===== config.mk =====
export PLATFORM = sky130hd
export DESIGN_NAME = tt_cell
export DESIGN_NICKNAME = d
export VERILOG_FILES = /design/src/rtl/tt_pkg.sv /design/src/rtl/tt_cell.sv
export SDC_FILE = /design/constraint.sdc
export NUM_CORES = 1
export LEC_CHECK = 0
export ABC_AREA = 1
export BUFFER_PORTS_ARGS = -buffer_cell sky130_fd_sc_hd__buf_2
export CORE_UTILIZATION = 35
export CTS_CLUSTER_DIAMETER = 120
export DETAILED_ROUTE_END_ITERATION = 8
export PLACE_DENSITY_LB_ADDON = 0.08
export SYNTH_ARGS = -nofsm -noshare
export SYNTH_HDL_FRONTEND = slang
export SYNTH_SLANG_ARGS = --single-unit
export TNS_END_PERCENT = 1

===== constraint.sdc =====
create_clock -name clk -period 1.98 [get_ports clk]
set_input_delay 0.198 -clock clk [delete_from_list [all_inputs] [get_ports clk]]
set_output_delay 0.198 -clock clk [all_outputs]
set_load 0.01 [all_outputs]

===== src/rtl/tt_pkg.sv =====
// ============================================================================
// Timed tag table package
// Shared widths, command codes and the control word that moves down the
// cell chain together with each request.
// ============================================================================
`default_nettype none

package tt_pkg;

  // Widths of the request and entry fields.
  localparam int KEY_W = 16;
  localparam int DUR_W = 16;
  localparam int CMD_W = 2;

  // Default configuration of the table.
  localparam int DEF_ENTRIES  = 32;
  localparam int DEF_KEY_BITS = 16;

  typedef logic [CMD_W-1:0] cmd_t;

  localparam cmd_t CMD_TAG   = 2'd0;
  localparam cmd_t CMD_QUERY = 2'd1;
  localparam cmd_t CMD_TICK  = 2'd2;

  // Control word of a request as it passes from cell to cell.
  typedef struct packed {
    logic valid;
    cmd_t cmd;
    logic hit;         // the key was found in an earlier cell
    logic free_found;  // a free entry has been seen in an earlier cell
    logic answer;      // query answer gathered so far
  } tok_ctl_t;

endpackage : tt_pkg

`default_nettype wire


===== src/rtl/tt_cell.sv =====
// ============================================================================
// Timed tag table cell
// Holds one table entry, applies the passing request to it and hands the
// request on to the next cell through its output registers.
// ============================================================================
`default_nettype none

module tt_cell #(
  parameter int CELL_IDX = 0,
  parameter int KW       = tt_pkg::DEF_KEY_BITS,
  parameter int IDX_W    = 5
) (
  input  wire                            clk,
  input  wire                            rst_n,
  // Request coming from the previous cell.
  input  tt_pkg::tok_ctl_t               ctl_in,
  input  wire  [KW-1:0]                  key_in,
  input  wire  signed [tt_pkg::DUR_W-1:0] dur_in,
  input  wire  [IDX_W-1:0]               idx_in,
  // Request handed to the next cell.
  output tt_pkg::tok_ctl_t               ctl_out_r,
  output logic [KW-1:0]                  key_out_r,
  output logic signed [tt_pkg::DUR_W-1:0] dur_out_r,
  output logic [IDX_W-1:0]               idx_out_r,
  // Addressed write used to place a new key.
  input  wire                            wr_en,
  input  wire  [IDX_W-1:0]               wr_idx,
  input  wire  [KW-1:0]                  wr_key,
  input  wire  signed [tt_pkg::DUR_W-1:0] wr_dur
);

  localparam logic [IDX_W-1:0] MY_IDX = IDX_W'(CELL_IDX);

  logic [KW-1:0]                    key_r, key_nxt;
  logic signed [tt_pkg::DUR_W-1:0]  time_r, time_nxt;
  tt_pkg::tok_ctl_t                 ctl_nxt;
  logic [IDX_W-1:0]                 idx_nxt;
  logic                             match;
  logic signed [tt_pkg::DUR_W:0]    dec;

  assign match = ctl_in.valid && (key_r == key_in) && (key_in != '0);
  assign dec   = {time_r[tt_pkg::DUR_W-1], time_r} - 17'sd1;

  always_comb begin
    key_nxt  = key_r;
    time_nxt = time_r;
    ctl_nxt  = ctl_in;
    idx_nxt  = idx_in;
    if (ctl_in.valid) begin
      unique case (ctl_in.cmd)
        tt_pkg::CMD_TAG: begin
          if (match) begin
            ctl_nxt.hit = 1'b1;
            if (dur_in > time_r) begin
              time_nxt = dur_in;
            end
          end
          if (key_r == '0 && !ctl_in.free_found) begin
            ctl_nxt.free_found = 1'b1;
            idx_nxt            = MY_IDX;
          end
        end
        tt_pkg::CMD_QUERY: begin
          if (match && time_r > 16'sd0) begin
            ctl_nxt.answer = 1'b1;
          end
        end
        tt_pkg::CMD_TICK: begin
          if (key_r != '0) begin
            if (dec <= 17'sd0) begin
              key_nxt  = '0;
              time_nxt = '0;
            end else begin
              time_nxt = dec[tt_pkg::DUR_W-1:0];
            end
          end
        end
        default: begin
        end
      endcase
    end
    if (wr_en && wr_idx == MY_IDX) begin
      key_nxt  = wr_key;
      time_nxt = wr_dur;
    end
  end

  always_ff @(posedge clk) begin
    if (!rst_n) begin
      key_r           <= '0;
      time_r          <= '0;
      ctl_out_r.valid <= 1'b0;
    end else begin
      key_r           <= key_nxt;
      time_r          <= time_nxt;
      ctl_out_r.valid <= ctl_nxt.valid;
    end
  end

  always_ff @(posedge clk) begin
    ctl_out_r.cmd        <= ctl_nxt.cmd;
    ctl_out_r.hit        <= ctl_nxt.hit;
    ctl_out_r.free_found <= ctl_nxt.free_found;
    ctl_out_r.answer     <= ctl_nxt.answer;
    key_out_r            <= key_in;
    dur_out_r            <= dur_in;
    idx_out_r            <= idx_nxt;
  end

endmodule : tt_cell

`default_nettype wire


---- Word-level counts from Yosys, hierarchy flattened ----
Cells that the tools add are included.
word-level totals
  register bits ........................... 75
  output and inout bits ................... 43
  word-level logic and storage cells ...... 59
cells by class
  add/subtract/negate cells ............... 1
  order comparisons ....................... 3
  equal/unequal tests ..................... 6
  muxes and demuxes ....................... 21
  reductions and logical operators ........ 18
operators with widths
  kind                                                  number
  two-way mux 16 bit                                    11
  one-hot mux 16 bit (2 select lines)                   1
  nonzero test 16 bit                                   2
  <= comparator 17 x 1 -> 1 bit, second input constant  1
  subtractor 16 x 2 -> 17 bit, second input constant    1
  equality test 16 bit                                  1
  > comparator 16 x 1 -> 1 bit, second input constant   1
  > comparator 16 bit                                   1
  zero test 16 bit                                      1
  two-way mux 5 bit                                     3
  != test 3 bit, second input constant                  3
  nonzero test 2 bit                                    4
  logical AND 1 bit                                     5
  zero test 5 bit                                       1
  AND reduction 5 bit                                   1
  two-way mux 1 bit                                     4
  AND reduction 4 bit                                   1
  two-way mux 3 bit                                     1
  nonzero test 3 bit                                    1
  equality test 2 x 1 -> 1 bit, second input constant   1
  equality test 2 bit, second input constant            1
  zero test 2 bit                                       1
  two-way mux 2 bit                                     1
  zero test 1 bit                                       1

---- Longest topological paths before layout ----
Gate-level depths: netlist of the first run.
  depth after elaboration ................. 7
  gate-level depth with buffers ........... 20

---- Worst setup path before layout of the first run ----
No wires, ideal clock.
  kind .................................... flip-flop to flip-flop
  from .................................... reg time_r[0] in the netlist's numbering
  to ...................................... reg key_r[13]
  setup time .............................. 143 ps
  data arrival time ....................... 1825 ps
  path slack .............................. 12 ps
  cell stages (with the launch flop) ...... 17
  buffers on the path ..................... 1
  clock period less this slack ............ 1968 ps
  cell sequence ........................... dfxtp_1 -> inv_1 -> ha_1 -> nand2_4 -> nor2_4 -> nand2_1 -> nand2_1 -> nand2_1 -> nor2_1 -> nand2_1 -> nor2_1 -> nand2_2 -> nand3_2 -> nand3_4 -> buf_8 -> nand2_2 -> a21oi_2
between the ends
  longest elaborated chain between the ends .. 4
ends and longest elaborated chain
  item                                  RTL line       RTL
  from (decl)                           tt_cell.sv:35  logic signed [tt_pkg::DUR_W-1:0] time_r, time_nxt;
  from (signal assigned)                tt_cell.sv:95  time_r <= time_nxt;
  subtractor 16 x 2 -> 17 bit           tt_cell.sv:42  assign dec = {time_r[tt_pkg::DUR_W-1], time_r} - 17'sd1;
  <= comparator 17 x 1 -> 1 bit         tt_cell.sv:70  if (dec <= 17'sd0) begin
  nonzero test 2 bit (no source line)   --
  AND reduction 4 bit (no source line)  --
  to (signal assigned)                  tt_cell.sv:94  key_r <= key_nxt;
  to (decl)                             tt_cell.sv:34  logic [KW-1:0] key_r, key_nxt;
Every way passes these cells.
A chain may end at the register's enable or synchronous reset.

---- Worst setup path after layout of the first run ----
  from .................................... reg time_r[2] in the netlist's numbering
  to ...................................... reg key_r[5]
The elaborated chain is that of the path after synthesis.

==> run metrics, run 1 <==
cell area after synthesis 4118 um^2; Cell Area, Placed 5319 um^2; final cycle utilization of the critical path 104.7%; Total GRT Usage 21.50%; Core Area 11420 um^2; TritonCTS clock tree built; number of max-slew violations in the final report 0; critical path's slowest cell sky130_fd_sc_hd__dfxtp_4; unrepaired setup endpoints after global routing yes; number of clock sinks 75; met1 layer wirelength in the final routing 5976 um; # H-tree levels 3; buffer cell driving the clock tree root sky130_fd_sc_hd__clkbuf_16; count of input and output buffers 125; startpoint of the worst hold path key_in[0]; sum of negative setup slack -2016 ps; initial antenna violation count 0; fraction of the yosys area taken by sequential cells 36.46%; fraction of layout instances using a drive strength above 1 43.02%; cell occurring most often along the worst timing path sky130_fd_sc_hd__nand2_2; first-pass GRT wire length 20820 um; leading post-synthesis cells by cell area sky130_fd_sc_hd__dfxtp_1 36%, sky130_fd_sc_hd__nand2_1 15%, sky130_fd_sc_hd__nor2_1 5.9%; number of iterations in the first detailed-routing pass 4; top metal layer carrying routed signals met4; Pwr per Cell Area 729.8 nW/um^2; EDFF count, synth 0; arrival time worst endpoint 2280 ps; Layout Area Growth over Synthesis 52.75%; required time worst endpoint 2180 ps; post-synth top area share 36.46%; share of the core filled with cells 55.08%; largest net degree at the start of global routing 46; width of the die 110.5 um; maximum root-to-sink buffer count 2; top_reg_cell synth sky130_fd_sc_hd__dfxtp_1; fillers 1153; Design Power 4.590 mW; cts bufs inserted 9; length of routed met2 wiring 5785 um; area used by multi-input combinational logic 2587 um^2; Routed WL 12720 um; gate family responsible for the most delay along the worst path simple AND/OR/NAND/NOR gates; Post-route DRC 0; number of warnings issued by yosys 0; vias in the first global route 4329; violations in the final reports negative setup slack; finished layout cell area 6290 um^2; transition time at the pin with the least slew margin 714.1 ps; asr flop ratio synth 0%; Overflow after GRT 0; iteration-0 DRC count of the detailed router 180; net count of the mapped netlist 679; number of max-cap violations 0; RR Startpoint time_r[2]$_SDFFE_PN0P_; number of distinct standard cells referenced by the synthesized netlist 36; run status finished with violations; slew margin rel. 52.34%; Hold WC Path Type in -> reg; upper clock frequency limit 0.4822 GHz; Peak VDD IR 0.5861 mV; die boundary height 110.5 um; register area 1519 um^2; total I/O pin count 126; clock-pin slew reported for the worst setup and hold paths after clock tree synthesis 60 ps; Cell Chain, Critical Path buf_4, nor2_4, nand2_4, nor2_4, buf_4, xor2_2, nor2_1, nand2_2, nor2_2, nand2_2, nand3_4, nand3_4, nand2_2, a21oi_2; Setup violations, final 32; category of the most critical setup path reg -> reg; Buf/Inv on CP 2; CP max FO 8; average size of a mapped cell 7.136 um^2; critical path capture point type flip-flop; Final Hold Vio Count 0; gpl congestion 0.9053; net count reported at finish 892; area leader, netlist sky130_fd_sc_hd__dfxtp_1; area enclosed by the die boundary 12200 um^2; clock period minus worst slack 2074 ps; met3 wire length 666 um; ANT cells 0; Vias/cell 4.677; launch point of the worst path time_r[2]$_SDFFE_PN0P_; delay of the slowest critical-path stage 360 ps; routed length per instance 13.56 um; number of vias in the routed layout 4387; CP startpoint kind flip-flop; final worst slack -93.77 ps; reported leakage power 3.097 nW; starting density of the core 36.06%; post-DP HPWL 9287 um; Yosys reg bits 75; ANT nets after route 0; post-synthesis cell count 577; setup skew after layout 7.937 ps; placement row count 39; clock insertion delay at the later pin of the skew report 350 ps
==> synthesized netlist by cell type, types with 2 or more instances <==
master	count
sky130_fd_sc_hd__a21boi_0	13
sky130_fd_sc_hd__nor2_4	4
sky130_fd_sc_hd__a31oi_1	2
sky130_fd_sc_hd__nand2_1	164
sky130_fd_sc_hd__nand4_1	2
sky130_fd_sc_hd__nand3_1	35
sky130_fd_sc_hd__dfxtp_1	75
sky130_fd_sc_hd__xnor2_1	3
sky130_fd_sc_hd__o21ai_0	23
sky130_fd_sc_hd__nand2_2	15
sky130_fd_sc_hd__nor2_1	65
sky130_fd_sc_hd__nor4_1	4
sky130_fd_sc_hd__a21oi_2	20
sky130_fd_sc_hd__clkbuf_1	11
sky130_fd_sc_hd__inv_1	64
sky130_fd_sc_hd__nand2_4	2
sky130_fd_sc_hd__o21bai_1	2
sky130_fd_sc_hd__xor2_1	6
sky130_fd_sc_hd__buf_2	3
sky130_fd_sc_hd__nor2_2	5
sky130_fd_sc_hd__a21oi_1	16
sky130_fd_sc_hd__nand3_2	11
sky130_fd_sc_hd__ha_1	19
==> per-layer routing <==
metal	vias up	track usage, %
met5	-	0
met4	0	9.689
met3	23	3.897
met2	111	34.45
met1	1998	28.07
li1	2255	-
==> stage by stage <==
step	hold slack (ps)	setup WS (ps)	instances
global route	5.862	-248.3	938
detailed placement	320.3	-265.4	890
finish	15.35	-93.77	938
floorplan	225.7	11.83	577
CTS	4.139	-84.81	931
global placement	317.6	-220.6	890
==> power breakdown <==
group / internal (mW) / total (mW) / leakage (nW) / switching [mW]
clock network: 1.01 / 1.68 / 0.142 / 0.663
registers: 1.58 / 1.62 / 0.627 / 0.0348
logic: 0.618 / 1.29 / 2.33 / 0.675
total: 3.22 / 4.59 / 3.10 / 1.37
==> worst register-to-register path, cell delays in order (launching register included) <==
cell                      delay (ps)
sky130_fd_sc_hd__dfxtp_4         360
sky130_fd_sc_hd__buf_4           150
sky130_fd_sc_hd__nor2_4          130
sky130_fd_sc_hd__nand2_4         100
sky130_fd_sc_hd__nor2_4          150
sky130_fd_sc_hd__buf_4           140
sky130_fd_sc_hd__xor2_2           60
sky130_fd_sc_hd__nor2_1          140
sky130_fd_sc_hd__nand2_2          70
sky130_fd_sc_hd__nor2_2          100
sky130_fd_sc_hd__nand2_2          90
sky130_fd_sc_hd__nand3_4         110
sky130_fd_sc_hd__nand3_4         160
sky130_fd_sc_hd__nand2_2         130
sky130_fd_sc_hd__a21oi_2          50
==> path summary, 6_finish.rpt <==
path	end	slack, ps	cells after the start
worst max-delay path	key_r[5]$_SDFFE_PN0P_	-90	14
worst min-delay path	key_out_r[0]$_DFF_P_	20	1
worst max register to register	key_r[5]$_SDFFE_PN0P_	-90	14
worst min register to register	key_r[1]$_SDFFE_PN0P_	470	2
==> registers in the layout, indices dropped and copies added, names as in the netlist <==
register   count
dur_out_r     16
time_r        16
ctl_out_r      6
idx_out_r      5
key_r         16
key_out_r     16
==> cell type report <==
type | instances | share of cell area [%]
clock inverters | 5 | 0.9946
well taps | 143 | 2.845
clock buffers | 11 | 3.859
flip-flops and latches | 75 | 24.15
multi-input cells | 422 | 41.14
inverters | 64 | 3.859
repair buffers | 218 | 23.16
==> kinds of logic after synthesis <==
| logic type | count (synthesis) | synth area share, % |
|---|---|---|
| simple gates | 310 | 34.12 |
| buf+inv | 82 | 8.417 |
| compound gates | 81 | 12.91 |
| flops | 75 | 36.46 |
| fa+ha+maj | 19 | 5.773 |
| xor+xnor | 10 | 2.310 |
==> cells in the final DEF (no fill, tap or decap), drive strengths merged, types with 3 or more instances in the layout <==
cell         count
dlygate4sd3     23
buf            193
nand2          182
nand3           48
a21oi           36
o21ai           25
a21boi          13
xor2             7
nor4             4
ha              19
xnor2            3
inv             64
clkbuf          13
nor2            74
dfxtp           75
==> timing repair <==
action / in CTS / in global routing
hold buffers: 23 / 0
setup buffers: 0 / 5
pin swaps: 8 / 29
cloned: 2 / 2
resized for setup: 44 / 59
endpoints found under the setup margin: 32 / 32
hold endpoints to repair: 23 / 0
Power figures use the tool's default switching activity.
==> inputs of run 2 (changes only) <==
Settings changed: ABC_AREA 1 to 0, REMOVE_ABC_BUFFERS set to 1.
==> run 2 against run 1 <==
  * Combinational power down 12%
  * Clock skew up 4.9 ps
  * Clock power down 21%
  * The run still ends with negative setup slack left
  * Critical path depth down 4
  * Cell count down 16%
  * Count of clock-buffer cells in the layout down 2
  * Core utilization up 1.4 points
  * Synthesized area down 10%
==> run metrics, run 2 <==
run status finished with violations; violations in the final reports negative setup slack; category of the most critical setup path reg -> reg; Yosys reg bits 75 (unchanged); die boundary height 104.7 um (-5.2%); transition time at the pin with the least slew margin 541.9 ps (-172.1 ps); CP startpoint kind flip-flop; Pwr per Cell Area 703.2 nW/um^2 (-3.6%); total I/O pin count 126 (unchanged); GRT met2 Usage 37.46% (+3.0 points); vias in the first global route 4099 (-5.3%); Post-route DRC 0 (unchanged); upper clock frequency limit 0.3872 GHz (-20%); Cell Chain, Critical Path buf_6, inv_1, ha_1, nand4_1, nor4_1, or3_1, or3_1, o21a_1, or4_1, a21oi_1; Core Area 10280 um^2 (-10%); Layout Area Growth over Synthesis 57.16%; Post-Synth XOR/XNOR Area 5.215% (+2.9 points); net count reported at finish 746 (-16%); clock period minus worst slack 2583 ps (+508.8 ps); commonest non-fill, non-tap cell in the layout sky130_fd_sc_hd__buf_2; ANT cells 0 (unchanged); required time worst endpoint 2260 ps (+80 ps); buffer cell driving the clock tree root sky130_fd_sc_hd__clkbuf_8; unrepaired setup endpoints after global routing yes; area leader, netlist sky130_fd_sc_hd__dfxtp_1; first-pass GRT wire length 20340 um (-2.3%); reported leakage power 2.605 nW (-16%); Combinational Power Share 28.0% (-0.2 points); slew margin rel. 63.41% (+11 points); internal power component 2.873 mW (-11%); cell area after synthesis 3695 um^2 (-10%); initial antenna violation count 0 (unchanged); number of max-slew violations in the final report 0 (unchanged); combinational family with the most area after synthesis compound AO/OA/AOI/OAI gates; net switching power figure 1.211 mW (-12%); post-DP HPWL 9860 um (+6.2%); number of clock sinks 75 (unchanged); width of the die 104.7 um (-5.2%); number of vias in the routed layout 3992 (-9.0%); Routed WL 12690 um (-0.24%); Total GRT Usage 23.76% (+2.3 points); # H-tree levels 3 (unchanged); compound-gate portion of the synthesized area 21.98% (+9.1 points); average size of a mapped cell 9.354 um^2 (+31%); cts bufs inserted 9 (unchanged); switching power share of the total 29.65% (-0.26 points); post-synthesis cell count 395 (-32%); gpl congestion 0.8816 (-2.6%); Overflow after GRT 0 (unchanged); fraction of layout instances using a drive strength above 1 45.83% (+2.8 points); Simple-Gate Fraction of Synth Area 21.37% (-13 points); final worst slack -602.6 ps (-508.8 ps); Vias/cell 5.092 (+8.9%); most used cells in the layout excluding fill and tap cells 125 x sky130_fd_sc_hd__buf_2, 112 x sky130_fd_sc_hd__buf_4, 62 x sky130_fd_sc_hd__dfxtp_1, 26 x sky130_fd_sc_hd__a21oi_1, 22 x sky130_fd_sc_hd__nand2_1; asr flop ratio synth 0% (unchanged); largest net degree at the start of global routing 20 (-57%); area enclosed by the die boundary 10970 um^2 (-10%); share of the core filled with cells 56.50% (+1.4 points); top-count cell post-synth sky130_fd_sc_hd__dfxtp_1; post-synthesis share of cell area spent on full adders, half adders and majority gates 6.434% (+0.66 points); number of warnings issued by yosys 0 (unchanged); top_reg_cell synth sky130_fd_sc_hd__dfxtp_1; number of iterations in the first detailed-routing pass 5 (+1); post-synth top area share 40.64% (+4.2 points); Design Power 4.083 mW (-11%); final cycle utilization of the critical path 130.4% (+26 points); number of distinct standard cells referenced by the synthesized netlist 64 (+78%); leading post-synthesis cells by cell area sky130_fd_sc_hd__dfxtp_1 41%, sky130_fd_sc_hd__ha_1 6.4%, sky130_fd_sc_hd__a22o_1 3.8%; M1 GR Usage 32.36% (+4.3 points); TritonCTS clock tree built; critical path's slowest cell sky130_fd_sc_hd__or4_1; Peak VDD IR 0.4133 mV (-29%); CP max FO 5 (-3); ANT nets after route 0 (unchanged); delay of the slowest critical-path stage 520 ps (+160 ps); fraction of the yosys area taken by sequential cells 40.64% (+4.2 points); global routing's busiest layer met2; clock insertion delay at the later pin of the skew report 350 ps (about the same); starting density of the core 35.95% (-0.11 points); clock-pin slew reported for the worst setup and hold paths after clock tree synthesis 90 ps (+30 ps); critical path capture point type flip-flop; Final Hold Vio Count 0 (unchanged); number of max-cap violations 0 (unchanged); Hold WC Path Type in -> reg; global routing usage on met3 4.367% (+0.47 points); count of input and output buffers 125 (unchanged); proportion of power drawn by flip-flops and latches 39.3% (+4.0 points); setup skew after layout 12.80 ps (+4.865 ps); Setup violations, final 32 (unchanged); iteration-0 DRC count of the detailed router 161 (-11%); placement row count 37 (-5.1%); cell occurring most often along the worst timing path sky130_fd_sc_hd__or3_1; arrival time worst endpoint 2870 ps (+590 ps); power share of the clock group 32.7% (-3.8 points); post-synthesis mux area share 0% (unchanged); maximum root-to-sink buffer count 2 (unchanged); routed length per instance 16.18 um (+19%); EDFF count, synth 0 (unchanged); most common library cells after synthesis 75 x sky130_fd_sc_hd__dfxtp_1, 26 x sky130_fd_sc_hd__a21oi_1, 22 x sky130_fd_sc_hd__nand2_1
==> run 2: cell count changes after synthesis, moves of 11 or more <==
cell                       change
sky130_fd_sc_hd__nor2_1       -54
sky130_fd_sc_hd__nand2_2      -15
sky130_fd_sc_hd__nand2_1     -142
sky130_fd_sc_hd__nor4_1       +11
sky130_fd_sc_hd__xnor2_1      +11
sky130_fd_sc_hd__a21boi_0     -13
sky130_fd_sc_hd__a211oi_1     +12
sky130_fd_sc_hd__o21ai_0      -11
sky130_fd_sc_hd__nand4_1      +18
sky130_fd_sc_hd__a21oi_2      -19
sky130_fd_sc_hd__inv_1        -46
sky130_fd_sc_hd__a22o_1       +16
sky130_fd_sc_hd__nand3_1      -30
==> run 2: power by group through the flow <==
stage | clock network [mW] | registers (mW) | logic, mW
global route | 1.43 | 1.61 | 1.25
global placement | 0 | 1.64 | 1.06
detailed placement | 0 | 1.64 | 1.07
finish | 1.33 | 1.61 | 1.14
CTS | 1.35 | 1.60 | 1.11
floorplan | 0 | 1.67 | 0.449
==> run 2: metal layers <==
layer  wire length (um)  vias up
met5                  0        -
met3                612       10
met1               6123     1867
met2               5777      109
met4                172        0
li1                   -     2006
==> run 2: repair_timing <==
item | in CTS | in global routing
hold buffers | 17 | 0
hold endpoints to repair | 17 | 0
buffers inserted | 2 | 0
resized for setup | 7 | 24
setup endpoints to repair | 33 | 35
pin swaps | 2 | 3
==> run 2: worst paths after layout <==
check                                       startpoint                      to  slack [ps]  cells after the start
worst min register to register  time_r[3]$_SDFFE_PN0P_  time_r[3]$_SDFFE_PN0P_         500                      2
worst max-delay path            time_r[4]$_SDFFE_PN0P_  time_r[3]$_SDFFE_PN0P_        -600                     10
worst min-delay path                         ctl_in[2]    ctl_out_r[2]$_DFF_P_          20                      2
worst max register to register  time_r[4]$_SDFFE_PN0P_  time_r[3]$_SDFFE_PN0P_        -600                     10
==> run 2: cells by family after synthesis <==
kind of cell	Yosys count
AO/OA/AOI/OAI	109
buffers and inverters	38
AND/OR/NAND/NOR	132
flip-flops	75
adder cells (fa/ha/maj)	19
XOR/XNOR	22
==> run 2: cell type report <==
| type | count | area [um^2] |
|---|---|---|
| clock buffer | 9 | 123.9 |
| multi-input combinational | 282 | 2136 |
| clock inverter | 6 | 90.09 |
| tap | 136 | 170.2 |
| timing repair buffer | 258 | 1699 |
| sequential | 75 | 1520 |
| inverter | 18 | 67.56 |
| fill | 984 | 4471 |
==> run 2: through the flow <==
stage                     setup slack (ps)  cell area [um^2]  instances  TNS, ps  hold slack [ps]
after CTS                           -647.6              5712        784   -18240            7.597
final                               -602.6              5807        784   -15540            19.22
after detailed placement            -703.0              5265        750   -20300            332.5
after global routing                -690.5              5807        784   -19410            6.652
after floorplan                     -749.2              3601        375   -16300            225.7
after global placement              -649.9              5265        750   -19410            331.7
==> run 2: worst max-delay path, delay by kind of cell (launching register included) <==
family | cells | cell delay, ps
buffers and inverters | 2 | 130
flip-flops | 1 | 380
AO/OA/AOI/OAI | 2 | 370
AND/OR/NAND/NOR | 5 | 1380
adder cells (fa/ha/maj) | 1 | 260
